`config.mk`:
```
export PLATFORM = sky130hd
export DESIGN_NAME = decimal_digit_add_multiply
export DESIGN_NICKNAME = d
export VERILOG_FILES = /design/src/rtl/core/ddam_pkg.sv /design/src/rtl/core/ddam_ram.sv /design/src/rtl/core/ddam_ctrl.sv /design/src/rtl/core/ddam_dpath.sv /design/src/rtl/core/decimal_digit_add_multiply.sv
export SDC_FILE = /design/constraint.sdc
export NUM_CORES = 2
export LEC_CHECK = 0
export BUFFER_PORTS_ARGS = -buffer_cell sky130_fd_sc_hd__buf_4
export CORE_ASPECT_RATIO = 1.2
export CORE_MARGIN = 5
export CORE_UTILIZATION = 32
export CTS_BUF_LIST = sky130_fd_sc_hd__clkbuf_2 sky130_fd_sc_hd__clkbuf_4 sky130_fd_sc_hd__clkbuf_8
export DETAILED_ROUTE_END_ITERATION = 8
export HOLD_SLACK_MARGIN = 0.03
export PLACE_DENSITY = 0.42
export SLEW_MARGIN = 20
export SYNTH_ARGS = -nofsm -noshare
export SYNTH_HDL_FRONTEND = slang
export SYNTH_SLANG_ARGS = --single-unit
```
`constraint.sdc`:
```
create_clock -name clk -period 22.6 [get_ports clk]
set_input_delay 2.26 -clock clk [delete_from_list [all_inputs] [get_ports clk]]
set_output_delay 2.26 -clock clk [all_outputs]
set_load 0.02 [all_outputs]
```
`src/rtl/core/ddam_pkg.sv`:
```
// Package for the decimal add and multiply engine: payload structs, request
// codes, register indexes and the controller-to-datapath command struct.
// Used by every module of the block but ddam_ram; depends on nothing.
package ddam_pkg;

  localparam int MAX_DIGITS_DEF = 128;

  localparam logic [7:0] LEN_RESET = 8'd1;
  localparam logic [3:0] DIGIT_MAX = 4'd9;
  localparam logic [7:0] TOP_SAT   = 8'd255;

  // Request codes carried in req_type.
  localparam logic [2:0] REQ_LOAD_A  = 3'd0;
  localparam logic [2:0] REQ_LOAD_B  = 3'd1;
  localparam logic [2:0] REQ_COMPUTE = 3'd2;
  localparam logic [2:0] REQ_READ_S  = 3'd3;
  localparam logic [2:0] REQ_READ_P  = 3'd4;

  // Register index taken from address bit 2.
  localparam logic REG_LEN_A = 1'b0;
  localparam logic REG_LEN_B = 1'b1;

  typedef struct packed {
    logic [2:0] req_type;
    logic [7:0] position;
    logic [3:0] digit_in;
  } ddam_in_t;

  typedef struct packed {
    logic [3:0] digit_out;
    logic [7:0] top_index;
  } ddam_out_t;

  typedef struct packed {
    logic clr;        // clearing pass: zero all stores at column col
    logic acc_clr;    // start of a compute: zero accumulator and top indexes
    logic rd;         // read operand digits at a_addr and b_addr
    logic a_ok;       // operand A digit counts (inside its length)
    logic b_ok;       // operand B digit counts
    logic mul;        // accumulate the product of the digits, else their sum
    logic norm;       // split accumulator by ten and store the digit at col
    logic norm_prod;  // the stored digit goes to the product, else the sum
  } ddam_cmd_t;

endpackage

```
`src/rtl/core/ddam_ram.sv`:
```
// Generic single-write, single-read RAM with a registered read port.
// Used for every digit store of the engine; no package dependencies.
module ddam_ram #(
  parameter int WIDTH = 4,
  parameter int DEPTH = 128
) (
  input  logic                     clk,
  input  logic                     we,
  input  logic [$clog2(DEPTH)-1:0] waddr,
  input  logic [WIDTH-1:0]         wdata,
  input  logic                     re,
  input  logic [$clog2(DEPTH)-1:0] raddr,
  output logic [WIDTH-1:0]         rdata
);

  logic [WIDTH-1:0] mem [DEPTH];
  logic [WIDTH-1:0] rdata_r;

  always_ff @(posedge clk) begin
    if (we) begin
      mem[waddr] <= wdata;
    end
    if (re) begin
      rdata_r <= mem[raddr];
    end
  end

  assign rdata = rdata_r;

endmodule

```
`src/rtl/core/ddam_ctrl.sv`:
```
// Sequencer of the decimal engine: clearing pass after reset, the column
// loop of the sum and the column and digit loops of the schoolbook product.
// Depends on ddam_pkg for request codes and the command struct.
module ddam_ctrl #(
  parameter int MAX_DIGITS = ddam_pkg::MAX_DIGITS_DEF
) (
  input  logic                            clk,
  input  logic                            rst_n,
  input  logic                            start,
  input  logic [2:0]                      req_type,
  input  logic [7:0]                      len_a,
  input  logic [7:0]                      len_b,
  output logic                            busy,
  output ddam_pkg::ddam_cmd_t             cmd,
  output logic [$clog2(2*MAX_DIGITS)-1:0] col,
  output logic [$clog2(MAX_DIGITS)-1:0]   a_addr,
  output logic [$clog2(MAX_DIGITS)-1:0]   b_addr
);

  localparam int AW = $clog2(MAX_DIGITS);
  localparam int PW = $clog2(2*MAX_DIGITS);
  localparam int EW = ((PW > 8) ? PW : 8) + 1;

  localparam logic [PW-1:0] COL_LAST = PW'(2*MAX_DIGITS - 1);
  localparam logic [PW-1:0] SUM_LAST = PW'(MAX_DIGITS);
  localparam logic [EW-1:0] MAX_E    = EW'(MAX_DIGITS);

  localparam logic [3:0] ST_CLR     = 4'd0;
  localparam logic [3:0] ST_IDLE    = 4'd1;
  localparam logic [3:0] ST_SUM_RD  = 4'd2;
  localparam logic [3:0] ST_SUM_DRN = 4'd3;
  localparam logic [3:0] ST_SUM_NRM = 4'd4;
  localparam logic [3:0] ST_PRD_COL = 4'd5;
  localparam logic [3:0] ST_PRD_RUN = 4'd6;
  localparam logic [3:0] ST_PRD_DRN = 4'd7;
  localparam logic [3:0] ST_PRD_NRM = 4'd8;

  logic [3:0]    state_r, state_nxt;
  logic [PW-1:0] k_r, k_nxt;
  logic [PW-1:0] i_r, i_nxt;

  logic [EW-1:0] k_e, i_e, la_e, lb_e, lo_e, hi_e;
  logic          col_empty;
  logic [PW-1:0] kmi;

  // Effective lengths are capped at the store depth.
  assign k_e  = EW'(k_r);
  assign i_e  = EW'(i_r);
  assign la_e = (EW'(len_a) > MAX_E) ? MAX_E : EW'(len_a);
  assign lb_e = (EW'(len_b) > MAX_E) ? MAX_E : EW'(len_b);

  // Column k of the product takes A digit i and B digit k-i with both
  // inside their lengths: i runs from lo to hi.
  assign lo_e      = (k_e >= lb_e) ? (k_e - lb_e + EW'(1)) : '0;
  assign hi_e      = (k_e < la_e) ? k_e : (la_e - EW'(1));
  assign col_empty = (la_e == '0) || (lb_e == '0) || (lo_e > hi_e);

  assign kmi    = k_r - i_r;
  assign col    = k_r;
  assign a_addr = (state_r == ST_SUM_RD) ? k_r[AW-1:0] : i_r[AW-1:0];
  assign b_addr = (state_r == ST_SUM_RD) ? k_r[AW-1:0] : kmi[AW-1:0];
  assign busy   = (state_r != ST_IDLE);

  always_comb begin
    state_nxt = state_r;
    k_nxt     = k_r;
    i_nxt     = i_r;
    cmd       = '0;
    unique case (state_r)
      ST_CLR: begin
        cmd.clr = 1'b1;
        if (k_r == COL_LAST) begin
          k_nxt     = '0;
          state_nxt = ST_IDLE;
        end else begin
          k_nxt = k_r + PW'(1);
        end
      end
      ST_IDLE: begin
        if (start && (req_type == ddam_pkg::REQ_COMPUTE)) begin
          cmd.acc_clr = 1'b1;
          k_nxt       = '0;
          state_nxt   = ST_SUM_RD;
        end
      end
      ST_SUM_RD: begin
        cmd.rd    = 1'b1;
        cmd.a_ok  = (k_e < la_e);
        cmd.b_ok  = (k_e < lb_e);
        state_nxt = ST_SUM_DRN;
      end
      ST_SUM_DRN: begin
        state_nxt = ST_SUM_NRM;
      end
      ST_SUM_NRM: begin
        cmd.norm = 1'b1;
        if (k_r == SUM_LAST) begin
          k_nxt     = '0;
          state_nxt = ST_PRD_COL;
        end else begin
          k_nxt     = k_r + PW'(1);
          state_nxt = ST_SUM_RD;
        end
      end
      ST_PRD_COL: begin
        if (col_empty) begin
          state_nxt = ST_PRD_NRM;
        end else begin
          i_nxt     = lo_e[PW-1:0];
          state_nxt = ST_PRD_RUN;
        end
      end
      ST_PRD_RUN: begin
        cmd.rd   = 1'b1;
        cmd.a_ok = 1'b1;
        cmd.b_ok = 1'b1;
        cmd.mul  = 1'b1;
        if (i_e == hi_e) begin
          state_nxt = ST_PRD_DRN;
        end else begin
          i_nxt = i_r + PW'(1);
        end
      end
      ST_PRD_DRN: begin
        state_nxt = ST_PRD_NRM;
      end
      ST_PRD_NRM: begin
        cmd.norm      = 1'b1;
        cmd.norm_prod = 1'b1;
        if (k_r == COL_LAST) begin
          k_nxt     = '0;
          state_nxt = ST_IDLE;
        end else begin
          k_nxt     = k_r + PW'(1);
          state_nxt = ST_PRD_COL;
        end
      end
      default: begin
        state_nxt = ST_IDLE;
      end
    endcase
  end

  always_ff @(posedge clk) begin
    if (!rst_n) begin
      state_r <= ST_CLR;
      k_r     <= '0;
      i_r     <= '0;
    end else begin
      state_r <= state_nxt;
      k_r     <= k_nxt;
      i_r     <= i_nxt;
    end
  end

  a_compute_goes_busy: assert property (@(posedge clk) disable iff (!rst_n)
    (start && !busy && (req_type == ddam_pkg::REQ_COMPUTE)) |=> busy)
    else $error("compute transfer did not start the sequencer");

  a_digit_index_in_column: assert property (@(posedge clk) disable iff (!rst_n)
    (state_r == ST_PRD_RUN) |-> ((i_r <= k_r) && (kmi < PW'(MAX_DIGITS))))
    else $error("product digit index outside the column");

  a_no_read_while_norm: assert property (@(posedge clk) disable iff (!rst_n)
    !(cmd.rd && cmd.norm))
    else $error("operand read and column split in the same cycle");

endmodule

```
`src/rtl/core/ddam_dpath.sv`:
```
// Datapath of the decimal engine: operand, sum and product digit stores,
// the column accumulator with its split by ten, top indexes and read results.
// Depends on ddam_pkg and instantiates ddam_ram.
module ddam_dpath #(
  parameter int MAX_DIGITS = ddam_pkg::MAX_DIGITS_DEF
) (
  input  logic                            clk,
  input  logic                            rst_n,
  input  logic                            accept,
  input  ddam_pkg::ddam_in_t              in_item,
  input  ddam_pkg::ddam_cmd_t             cmd,
  input  logic [$clog2(2*MAX_DIGITS)-1:0] col,
  input  logic [$clog2(MAX_DIGITS)-1:0]   a_addr,
  input  logic [$clog2(MAX_DIGITS)-1:0]   b_addr,
  output logic                            out_valid,
  output ddam_pkg::ddam_out_t             out_item
);

  localparam int AW    = $clog2(MAX_DIGITS);
  localparam int SDEP  = MAX_DIGITS + 1;
  localparam int SW    = $clog2(SDEP);
  localparam int PDEP  = 2 * MAX_DIGITS;
  localparam int PW    = $clog2(PDEP);
  localparam int EW    = ((PW > 8) ? PW : 8) + 1;
  localparam int ACC_W = $clog2(90 * MAX_DIGITS);
  localparam int DIV_S = ACC_W + 4;
  localparam int MQ_W  = ACC_W + DIV_S;

  // Reciprocal of ten, rounded up; exact quotient for any accumulator value.
  localparam logic [DIV_S-1:0] DIV_M = DIV_S'((64'd1 << DIV_S) / 64'd10 + 64'd1);
  localparam logic [ACC_W-1:0] ACC_MAX = ACC_W'(90 * MAX_DIGITS - 1);

  logic [EW-1:0] pos_e, col_e;
  logic [3:0]    dig_sat;
  logic          load_a, load_b, rd_sum, rd_prod;
  logic          col_in_ab, col_in_sum;

  logic          a_we, b_we, s_we, p_we;
  logic [AW-1:0] a_wa, b_wa;
  logic [3:0]    a_wd, b_wd, s_wd, p_wd;
  logic [SW-1:0] s_wa, s_ra;
  logic [PW-1:0] p_wa, p_ra;
  logic [3:0]    a_q, b_q, s_q, p_q;

  logic             rd_d_r, a_ok_d_r, b_ok_d_r, mul_d_r;
  logic [ACC_W-1:0] acc_r, acc_nxt;
  logic [7:0]       sum_top_r, sum_top_nxt;
  logic [7:0]       prod_top_r, prod_top_nxt;
  logic             out_valid_r;
  logic             rsel_prod_r, rin_range_r;

  logic [3:0]       da, db;
  logic [7:0]       term;
  logic [MQ_W-1:0]  mq;
  logic [ACC_W-1:0] quot, rem_w;
  logic [7:0]       top_sat;

  assign pos_e   = EW'(in_item.position);
  assign col_e   = EW'(col);
  assign dig_sat = (in_item.digit_in > ddam_pkg::DIGIT_MAX) ? ddam_pkg::DIGIT_MAX
                                                             : in_item.digit_in;

  assign load_a  = accept && (in_item.req_type == ddam_pkg::REQ_LOAD_A) &&
                   (pos_e < EW'(MAX_DIGITS));
  assign load_b  = accept && (in_item.req_type == ddam_pkg::REQ_LOAD_B) &&
                   (pos_e < EW'(MAX_DIGITS));
  assign rd_sum  = accept && (in_item.req_type == ddam_pkg::REQ_READ_S);
  assign rd_prod = accept && (in_item.req_type == ddam_pkg::REQ_READ_P);

  assign col_in_ab  = (col_e < EW'(MAX_DIGITS));
  assign col_in_sum = (col_e < EW'(SDEP));

  // Operand stores: written by loads and by the clearing pass.
  assign a_we = load_a || (cmd.clr && col_in_ab);
  assign b_we = load_b || (cmd.clr && col_in_ab);
  assign a_wa = cmd.clr ? col[AW-1:0] : pos_e[AW-1:0];
  assign b_wa = a_wa;
  assign a_wd = cmd.clr ? 4'd0 : dig_sat;
  assign b_wd = a_wd;

  // Result stores: written by the clearing pass and by each column split.
  assign s_we = (cmd.clr && col_in_sum) || (cmd.norm && !cmd.norm_prod);
  assign p_we = cmd.clr || (cmd.norm && cmd.norm_prod);
  assign s_wa = col[SW-1:0];
  assign p_wa = col;
  assign s_wd = cmd.clr ? 4'd0 : rem_w[3:0];
  assign p_wd = s_wd;
  assign s_ra = pos_e[SW-1:0];
  assign p_ra = pos_e[PW-1:0];

  ddam_ram #(.WIDTH(4), .DEPTH(MAX_DIGITS)) u_ram_a (
    .clk(clk), .we(a_we), .waddr(a_wa), .wdata(a_wd),
    .re(cmd.rd), .raddr(a_addr), .rdata(a_q)
  );

  ddam_ram #(.WIDTH(4), .DEPTH(MAX_DIGITS)) u_ram_b (
    .clk(clk), .we(b_we), .waddr(b_wa), .wdata(b_wd),
    .re(cmd.rd), .raddr(b_addr), .rdata(b_q)
  );

  ddam_ram #(.WIDTH(4), .DEPTH(SDEP)) u_ram_sum (
    .clk(clk), .we(s_we), .waddr(s_wa), .wdata(s_wd),
    .re(rd_sum && (pos_e < EW'(SDEP))), .raddr(s_ra), .rdata(s_q)
  );

  ddam_ram #(.WIDTH(4), .DEPTH(PDEP)) u_ram_prod (
    .clk(clk), .we(p_we), .waddr(p_wa), .wdata(p_wd),
    .re(rd_prod && (pos_e < EW'(PDEP))), .raddr(p_ra), .rdata(p_q)
  );

  // Operand digits arrive in the cycle after the read; digits outside a
  // length count as zero.
  assign da   = a_ok_d_r ? a_q : 4'd0;
  assign db   = b_ok_d_r ? b_q : 4'd0;
  assign term = mul_d_r ? (8'(da) * 8'(db)) : (8'(da) + 8'(db));

  assign mq      = MQ_W'(acc_r) * MQ_W'(DIV_M);
  assign quot    = mq[MQ_W-1:DIV_S];
  assign rem_w   = acc_r - ((quot << 3) + (quot << 1));
  assign top_sat = (col_e > EW'(ddam_pkg::TOP_SAT)) ? ddam_pkg::TOP_SAT : col_e[7:0];

  always_comb begin
    acc_nxt      = acc_r;
    sum_top_nxt  = sum_top_r;
    prod_top_nxt = prod_top_r;
    if (cmd.acc_clr) begin
      acc_nxt      = '0;
      sum_top_nxt  = '0;
      prod_top_nxt = '0;
    end else if (rd_d_r) begin
      acc_nxt = acc_r + ACC_W'(term);
    end else if (cmd.norm) begin
      acc_nxt = quot;
      if (rem_w[3:0] != 4'd0) begin
        if (cmd.norm_prod) begin
          prod_top_nxt = top_sat;
        end else begin
          sum_top_nxt = top_sat;
        end
      end
    end
  end

  always_ff @(posedge clk) begin
    if (!rst_n) begin
      rd_d_r      <= 1'b0;
      out_valid_r <= 1'b0;
      acc_r       <= '0;
      sum_top_r   <= '0;
      prod_top_r  <= '0;
    end else begin
      rd_d_r      <= cmd.rd;
      out_valid_r <= rd_sum || rd_prod;
      acc_r       <= acc_nxt;
      sum_top_r   <= sum_top_nxt;
      prod_top_r  <= prod_top_nxt;
    end
  end

  always_ff @(posedge clk) begin
    a_ok_d_r <= cmd.a_ok;
    b_ok_d_r <= cmd.b_ok;
    mul_d_r  <= cmd.mul;
    if (rd_sum || rd_prod) begin
      rsel_prod_r <= rd_prod;
      rin_range_r <= rd_prod ? (pos_e < EW'(PDEP)) : (pos_e < EW'(SDEP));
    end
  end

  assign out_valid          = out_valid_r;
  assign out_item.digit_out = !rin_range_r ? 4'd0 : (rsel_prod_r ? p_q : s_q);
  assign out_item.top_index = rsel_prod_r ? prod_top_r : sum_top_r;

  a_result_follows_read: assert property (@(posedge clk) disable iff (!rst_n)
    out_valid_r |-> $past(rd_sum || rd_prod))
    else $error("result strobe without a read transfer");

  a_acc_bounded: assert property (@(posedge clk) disable iff (!rst_n)
    acc_r <= ACC_MAX)
    else $error("column accumulator beyond its bound");

  a_result_digit_decimal: assert property (@(posedge clk) disable iff (!rst_n)
    cmd.norm |-> (rem_w < ACC_W'(10)))
    else $error("split by ten left a remainder above nine");

endmodule

```
`src/rtl/core/decimal_digit_add_multiply.sv`:
```
// Top level of the decimal add and multiply engine: APB register file for
// the operand lengths, sequencer and datapath. Depends on ddam_pkg,
// ddam_ctrl, ddam_dpath and ddam_ram.
//
//  channel  | ports                                   | transfer
//  ---------+-----------------------------------------+--------------------------------
//  request  | start, busy, in_item                    | start high while busy low
//  result   | out_valid, out_item                     | one cycle, cannot be held off
//  config   | psel penable pwrite paddr pwdata prdata | psel, penable, pwrite, pready
//
// Loads and reads do not raise busy; a read result shows in the cycle after
// its transfer, while the next request is already taken.
// A compute keeps busy high while the sum runs over MAX_DIGITS+1 columns and
// the product over 2*MAX_DIGITS columns, one term at a time:
// every product term goes through one operand read port and one accumulator.
// After reset, busy stays high while a clearing pass over 2*MAX_DIGITS
// columns zeroes all digit stores; register writes are taken meanwhile.
module decimal_digit_add_multiply #(
  parameter int MAX_DIGITS = ddam_pkg::MAX_DIGITS_DEF
) (
  input  logic                clk,
  input  logic                rst_n,
  input  logic                start,
  output logic                busy,
  input  ddam_pkg::ddam_in_t  in_item,
  output logic                out_valid,
  output ddam_pkg::ddam_out_t out_item,
  input  logic                psel,
  input  logic                penable,
  input  logic                pwrite,
  input  logic [2:0]          paddr,
  input  logic [31:0]         pwdata,
  output logic [31:0]         prdata,
  output logic                pready
);

  localparam int AW = $clog2(MAX_DIGITS);
  localparam int PW = $clog2(2*MAX_DIGITS);

  logic [7:0] len_a_r, len_a_nxt;
  logic [7:0] len_b_r, len_b_nxt;
  logic       cfg_wr;
  logic       accept;

  ddam_pkg::ddam_cmd_t cmd;
  logic [PW-1:0]       col;
  logic [AW-1:0]       a_addr, b_addr;

  assign pready = 1'b1;
  assign cfg_wr = psel && penable && pwrite && pready;
  assign accept = start && !busy;

  always_comb begin
    len_a_nxt = len_a_r;
    len_b_nxt = len_b_r;
    if (cfg_wr) begin
      unique case (paddr[2])
        ddam_pkg::REG_LEN_A: len_a_nxt = pwdata[7:0];
        ddam_pkg::REG_LEN_B: len_b_nxt = pwdata[7:0];
        default: begin
          len_a_nxt = len_a_r;
        end
      endcase
    end
  end

  always_ff @(posedge clk) begin
    if (!rst_n) begin
      len_a_r <= ddam_pkg::LEN_RESET;
      len_b_r <= ddam_pkg::LEN_RESET;
    end else begin
      len_a_r <= len_a_nxt;
      len_b_r <= len_b_nxt;
    end
  end

  assign prdata = (paddr[2] == ddam_pkg::REG_LEN_B) ? {24'd0, len_b_r} : {24'd0, len_a_r};

  ddam_ctrl #(.MAX_DIGITS(MAX_DIGITS)) u_ctrl (
    .clk      (clk),
    .rst_n    (rst_n),
    .start    (start),
    .req_type (in_item.req_type),
    .len_a    (len_a_r),
    .len_b    (len_b_r),
    .busy     (busy),
    .cmd      (cmd),
    .col      (col),
    .a_addr   (a_addr),
    .b_addr   (b_addr)
  );

  ddam_dpath #(.MAX_DIGITS(MAX_DIGITS)) u_dpath (
    .clk       (clk),
    .rst_n     (rst_n),
    .accept    (accept),
    .in_item   (in_item),
    .cmd       (cmd),
    .col       (col),
    .a_addr    (a_addr),
    .b_addr    (b_addr),
    .out_valid (out_valid),
    .out_item  (out_item)
  );

endmodule
```
* Word-level counts from Yosys, hierarchy flattened
Memories as Yosys holds them, arrays and structs flattened. A register that Yosys moved wholly into a read port is not among the register bits. Index checks and enable logic that the tools add are counted.
Operators by class: add/sub/neg operators 10, multipliers 2, order comparisons 13, eq/ne operators 21, mux-type cells 50, bitwise logic cells 4, reduce and logical (&&, ||, !) cells 43
Operator list (count):
- 8-bit two-way mux | 11
- 4-bit two-way mux | 11
- 4-bit case mux with 9 select lines | 1
- 8-bit less-than comparator (second input constant) | 4
- 14-bit by 15-bit multiplier with 29-bit output (second input constant) | 1
- 14-bit two-way mux | 2
- 8-bit greater-than comparator (second input constant) | 3
- 8-bit case mux with 3 select lines | 1
- 7-bit two-way mux | 3
- 9-bit logical NOT | 2
- 9-bit two-way mux | 2
- 8-bit by 1-bit adder with 8-bit output (second input constant) | 2
- 4-bit by 3-bit equality test with 1-bit output (second input constant) | 4
- 8-bit equality test (second input constant) | 2
- 1-bit logical AND | 16
- 8-bit less-than comparator | 2
- 8-bit case mux with 2 select lines | 1
- 1-bit two-way mux | 15
- 14-bit by 8-bit adder with 14-bit output | 1
- 9-bit by 1-bit adder with 9-bit output (second input constant) | 1
- 8-bit by 9-bit equality test with 1-bit output | 1
- 9-bit greater-than comparator | 1
- 8-bit by 9-bit less-than comparator with 1-bit output (second input constant) | 1
- 8-bit by 8-bit subtractor with 9-bit output | 1
- other kinds (31) | 54
Word-level totals: bits in registers 73, RAM bits 2564, input port bits 56, output and inout port bits 47, logic and storage cells 162, memories 4
Memory list:
- u_dpath.u_ram_prod.mem | words 256, width 4, rd ports 1, clocked after memory_dff 1, wr ports 1, line ddam_ram.sv:16 | logic [WIDTH-1:0] mem [DEPTH];
- u_dpath.u_ram_sum.mem | words 129, width 4, rd ports 1, clocked after memory_dff 1, wr ports 1, line ddam_ram.sv:16
- u_dpath.u_ram_a.mem | words 128, width 4, rd ports 1, clocked after memory_dff 1, wr ports 1, line ddam_ram.sv:16
- u_dpath.u_ram_b.mem | words 128, width 4, rd ports 1, clocked after memory_dff 1, wr ports 1, line ddam_ram.sv:16

* Logic depth before layout (Yosys ltp)
word-level depth 9, depth in mapped cells 29, gate-level depth less buffers 29

* Hierarchy
From an unflattened synthesis, not the netlist that was laid out.
Second synthesis, totals: cells, all modules 6172, area, all modules 112521.7 µm²
Modules (own cells, without submodules):
- ddam_ram (u_dpath.u_ram_prod) | instances 1, cells an instance 2051, area each 40715.3 µm²
- ddam_ram (u_dpath.u_ram_a ...) | instances 2, cells an instance 908, area each 20233.2 µm²
- ddam_ram (u_dpath.u_ram_sum) | instances 1, cells an instance 1122, area each 21053.9 µm²
- ddam_dpath | instances 1, cells an instance 677, area each 6278.5 µm²
- ddam_ctrl | instances 1, cells an instance 408, area each 3060.4 µm²
- decimal_digit_add_multiply | instances 1, cells an instance 98, area each 947.2 µm²

* Worst setup path before layout
OpenSTA, ideal clock, no wires.
path kind register to register, start register u_dpath.acc_r[11], end memory u_dpath.u_ram_prod.mem[0][2] (data pin), arrival 14.071 ns, required time 20.615 ns, setup slack 6.544 ns, stages on the path, launching flop included 22, period minus slack after synthesis 16.056 ns, path through dfxtp_1 > fa_1 > inv_1 > fa_1 > fa_1 > fa_1 > inv_1 > fa_1 > inv_1 > fa_1 > inv_1 > ha_1 > and4_1 > o211ai_1 > or2_2 > nand3b_1 > a21o_1 > a21oi_1 > xnor2_1 > ha_1 > xor2_1 > nor2_1
On the way: longest elaborated chain between the ends 4
Ends and longest elaborated chain:
- from (decl) | line ddam_dpath.sv:46 | logic [ACC_W-1:0] acc_r, acc_nxt;
- from (signal assigned) | line ddam_dpath.sv:154 | acc_r <= acc_nxt;
- 14-bit by 15-bit multiplier with 29-bit output | line ddam_dpath.sv:117 | assign mq = MQ_W'(acc_r) * MQ_W'(DIV_M);
- 4-bit adder | line ddam_dpath.sv:119 | assign rem_w = acc_r - ((quot << 3) + (quot << 1));
- 4-bit subtractor | line ddam_dpath.sv:119
- 4-bit two-way mux | line ddam_dpath.sv:86 | assign s_wd = cmd.clr ? 4'd0 : rem_w[3:0];
- named net u_dpath.p_wd[2] | line ddam_dpath.sv:40 | logic [3:0] a_wd, b_wd, s_wd, p_wd;
- to (decl) | line ddam_ram.sv:16
The timed path passes the listed nets, and every way through them passes these cells.

* Final worst setup path
start register u_dpath.acc_r[8], end memory u_dpath.u_ram_sum.mem[64][3] (data pin)
On the way: longest elaborated chain between the ends 4
Ends and longest elaborated chain (line):
- 14-bit by 15-bit multiplier with 29-bit output | ddam_dpath.sv:117
- 4-bit adder | ddam_dpath.sv:119
- 4-bit subtractor | ddam_dpath.sv:119
- 4-bit two-way mux | ddam_dpath.sv:86
- named net u_dpath.p_wd[3] | ddam_dpath.sv:40
- to (decl) | ddam_ram.sv:16
The timed path passes the listed nets, and every way through them passes these cells.

==> flow_summary.toml <==
[status]
outcome = "completed"

[timing]
layout_setup_ws_ns = 12.53
finalHoldViolCount = 0
rsz0062_at_grt = "false"
final.setup_skew_ns = 0.0760
transition_time_at_the_pin_with_the_least_slew_margin_ns = 1.18
post-route-min-period_ns = 10.07
clock.fmax_mhz = 99.3
fin_crit_sh = 0.445
slew-limit-headroom = 0.213
timing.final.max_slew_violations = 0
setup_viol_count_final = 0
setup-tns-final_ns = 0

[setup_path]
critPathSlowestCell = "buf_4"
critPathKind = "reg -> reg"
crit_path_end_kind = "flop"
worst_path_dominant_cell_family = "adder cells"
critPathRequiredTime_ns = 23.33
critical_path.most_common_cell = "fa_1"
critical_path.max_stage_delay_ns = 0.85
critical_path_peak_fanout = 149
crit_arrival_ns = 10.80
critical_path.startpoint_type = "flop"
worstPathBufferInverterCount = 7

[cts]
clock_tree.buffer_depth = 4
clock-root-buffer = "clkbuf_8"
cts.hold.buffers_added = 0
tritoncts = "built"
clock_sinks = 2653
cts_inserted_buffers = 441
post-cts-setup-buffer-count = 0
htree_num_levels = 5
cts_repair_resize_count = 0
clkSlewWorstSetupHoldPaths_ns = 0.06
clk_latency_ns = 1.11

[synthesis]
synth_cell_types = 84
seq_area_frac_synth = 0.700
async_reset_ff_frac = 0
synth.cell_area_mm2 = 0.113
synth_enable_flop_cells = 2582
synth.ff_latch_count = 2653
postSynthCellCount = 7407
yosys_warnings = 0
syn_area_per_cell_um2 = 15.2
synth-main-ff-cell = "edfxtp_1"

[drt]
wirelength_mm = 340
detail_route.first_pass.iterations = 6
detail_route.iter0.violations = 4900
vias = 64600
post-route-drc-count = 0
average_vias_per_placed_instance = 5.10
route.detailed.wl_per_inst_um = 26.9
final_antenna_net_count = 0

[pwr]
intPower_uw = 7690
clkPwrFrac = 0.420
power_leakage_uw = 0.0406
pwr-share-comb = 0.048
power_density_mw_per_mm2 = 78.5
max-vdd-ir-drop_uv = 43.7
design_power_total_uw = 10000
p_sw_frac = 0.232
net-switching-power_uw = 2330
power_frac_seq = 0.532

[global_routing]
grt_antenna_before_repair = 16
pin_count_of_the_biggest_net_entering_global_routing = 242
grt_first_pass_wirelength_mm = 492
grt_overflow_total = 0
number_of_global_route_vias_before_repair = 68200
grt.total_usage = 0.182

[layout]
post-route-cell-area_mm2 = 0.128
syn_to_final_growth_pct = 13.0
layout_common_cells = "edfxtp_1 (2582), nand2_1 (915), nor2_1 (744)"
filler_cell_count = 33700
final_non_filler_cell_total = 12700
share_of_post_route_cells_with_drive_strength_above_1 = 0.176
layout_commonest_cell = "edfxtp_1"
final_nets = 7893

[place]
gpl_wtd_cong = 0.809
place.detailed.instances = 11800
port_buffers = 51
pre_cts_ws_ns = 12.47
place_hpwl_mm = 203
placed_area_mm2 = 0.119

[floorplanning]
chipHeight_um = 661
die-area_mm2 = 0.365
fp-row-count = 239
floorplan.initialDensity = 0.320
core_region_area_mm2 = 0.352
ioPinCount = 103
die_x_um = 552

[worst_hold_path]
worst_hold_path_type = "reg -> reg"

[job]
drv.max_cap_violation_count = 0
[worst min-delay path, delay by kind of cell, from the launching register on]
kind	cells	cell delay, ns
DFF	1	0.32
muxes	1	0.07
and+or+nand+nor	1	0.07
[path summary, 6_finish.rpt]
kind	slack [ns]	end	from	cells after the start
setup / recovery	12.53	u_dpath.u_ram_sum.mem[64][3]	u_dpath.acc_r[8]	28
hold reg to reg	0.49	u_dpath.sum_top_r[7]	u_dpath.sum_top_r[7]	2
setup reg to reg	12.53	u_dpath.u_ram_sum.mem[64][3]	u_dpath.acc_r[8]	28
hold / removal	0.49	u_dpath.sum_top_r[7]	u_dpath.sum_top_r[7]	2
[cells by family (layout without fill, tap and decap cells)]
kind of cell,after synthesis,in the layout,share of synthesized area
xor+xnor,49,49,0.00392
compound gates,794,794,0.0459
other cells,2,36,0.0000665
flops,2653,2653,0.700
buf+inv,638,1166,0.0240
simple gates,2287,2287,0.0864
fa+ha+maj,245,245,0.0319
mux,739,739,0.108
[metal layers]
metal / GRT usage / share of wire
met5: 0 / 0
met4: 0.0496 / 0.028
met3: 0.0271 / 0.047
met2: 0.324 / 0.51
met1: 0.232 / 0.41
[final cells by class]
class	instances	area, um2	area share
clock inverter	227	1410	0.0111
inverter	158	598	0.00469
timing repair buffer	199	1740	0.0136
antenna	11	27.5	0.000216
clock buffer	582	7200	0.0565
tap	4699	5880	0.0461
sequential	2653	79000	0.619
multi-input combinational	4139	31700	0.249
[power by group through the flow]
stage / clock (uW) / combinational (uW) / sequential (uW)
after floorplan: 0 / 285 / 5430
after global placement: 0 / 487 / 5430
after detailed placement: 0 / 489 / 5430
after CTS: 4340 / 490 / 5330
after global routing: 4570 / 511 / 5330
final: 4210 / 478 / 5330
[synthesized netlist by cell type (all sizes together), types with 24 or more instances]
master	n	area [um2]
buf	210	1100
a32oi	31	272
o22ai	70	438
nand4	37	231
nor3	61	305
mux2i	301	3010
nand2	923	3460
a311oi	48	420
mux2	59	672
edfxtp	2582	77500
nor2	753	2830
nor4	24	150
o21ai	123	623
a211oi	26	205
and3	73	457
inv	154	578
nand3	294	1470
dfxtp	71	1420
ha	174	2180
o221ai	50	438
xnor2	34	298
fa	71	1420
clkbuf	270	1010
mux4	379	8540
a31oi	52	325
a21oi	243	1220
[per-stage QoR]
step	util	hold WS [ns]
finish	0.362	0.491
global route	0.362	0.516
global placement	0.337	0.470
detailed placement	0.337	0.482
floorplan	-	0.458
CTS	0.362	0.499
[sequential cells by signal, summed over array words and instances, names as in the netlist, 4 cells and up]
| name | count |
|---|---|
| u_dpath.u_ram_prod.rdata | 4 |
| u_ctrl.col | 8 |
| len_b_r | 8 |
| u_dpath.sum_top_r | 8 |
| u_ctrl.i_r | 8 |
| len_a_r | 8 |
| u_dpath.acc_r | 14 |
| u_dpath.u_ram_sum.mem | 516 |
| u_dpath.u_ram_a.mem | 512 |
| u_dpath.u_ram_sum.rdata | 4 |
| u_dpath.u_ram_prod.mem | 1024 |
| u_dpath.u_ram_b.mem | 512 |
| u_dpath.prod_top_r | 8 |
| u_ctrl.state_r | 4 |
| u_dpath.u_ram_b.rdata | 4 |
| u_dpath.u_ram_a.rdata | 4 |
No activity file was read; power rests on OpenSTA's default activity.
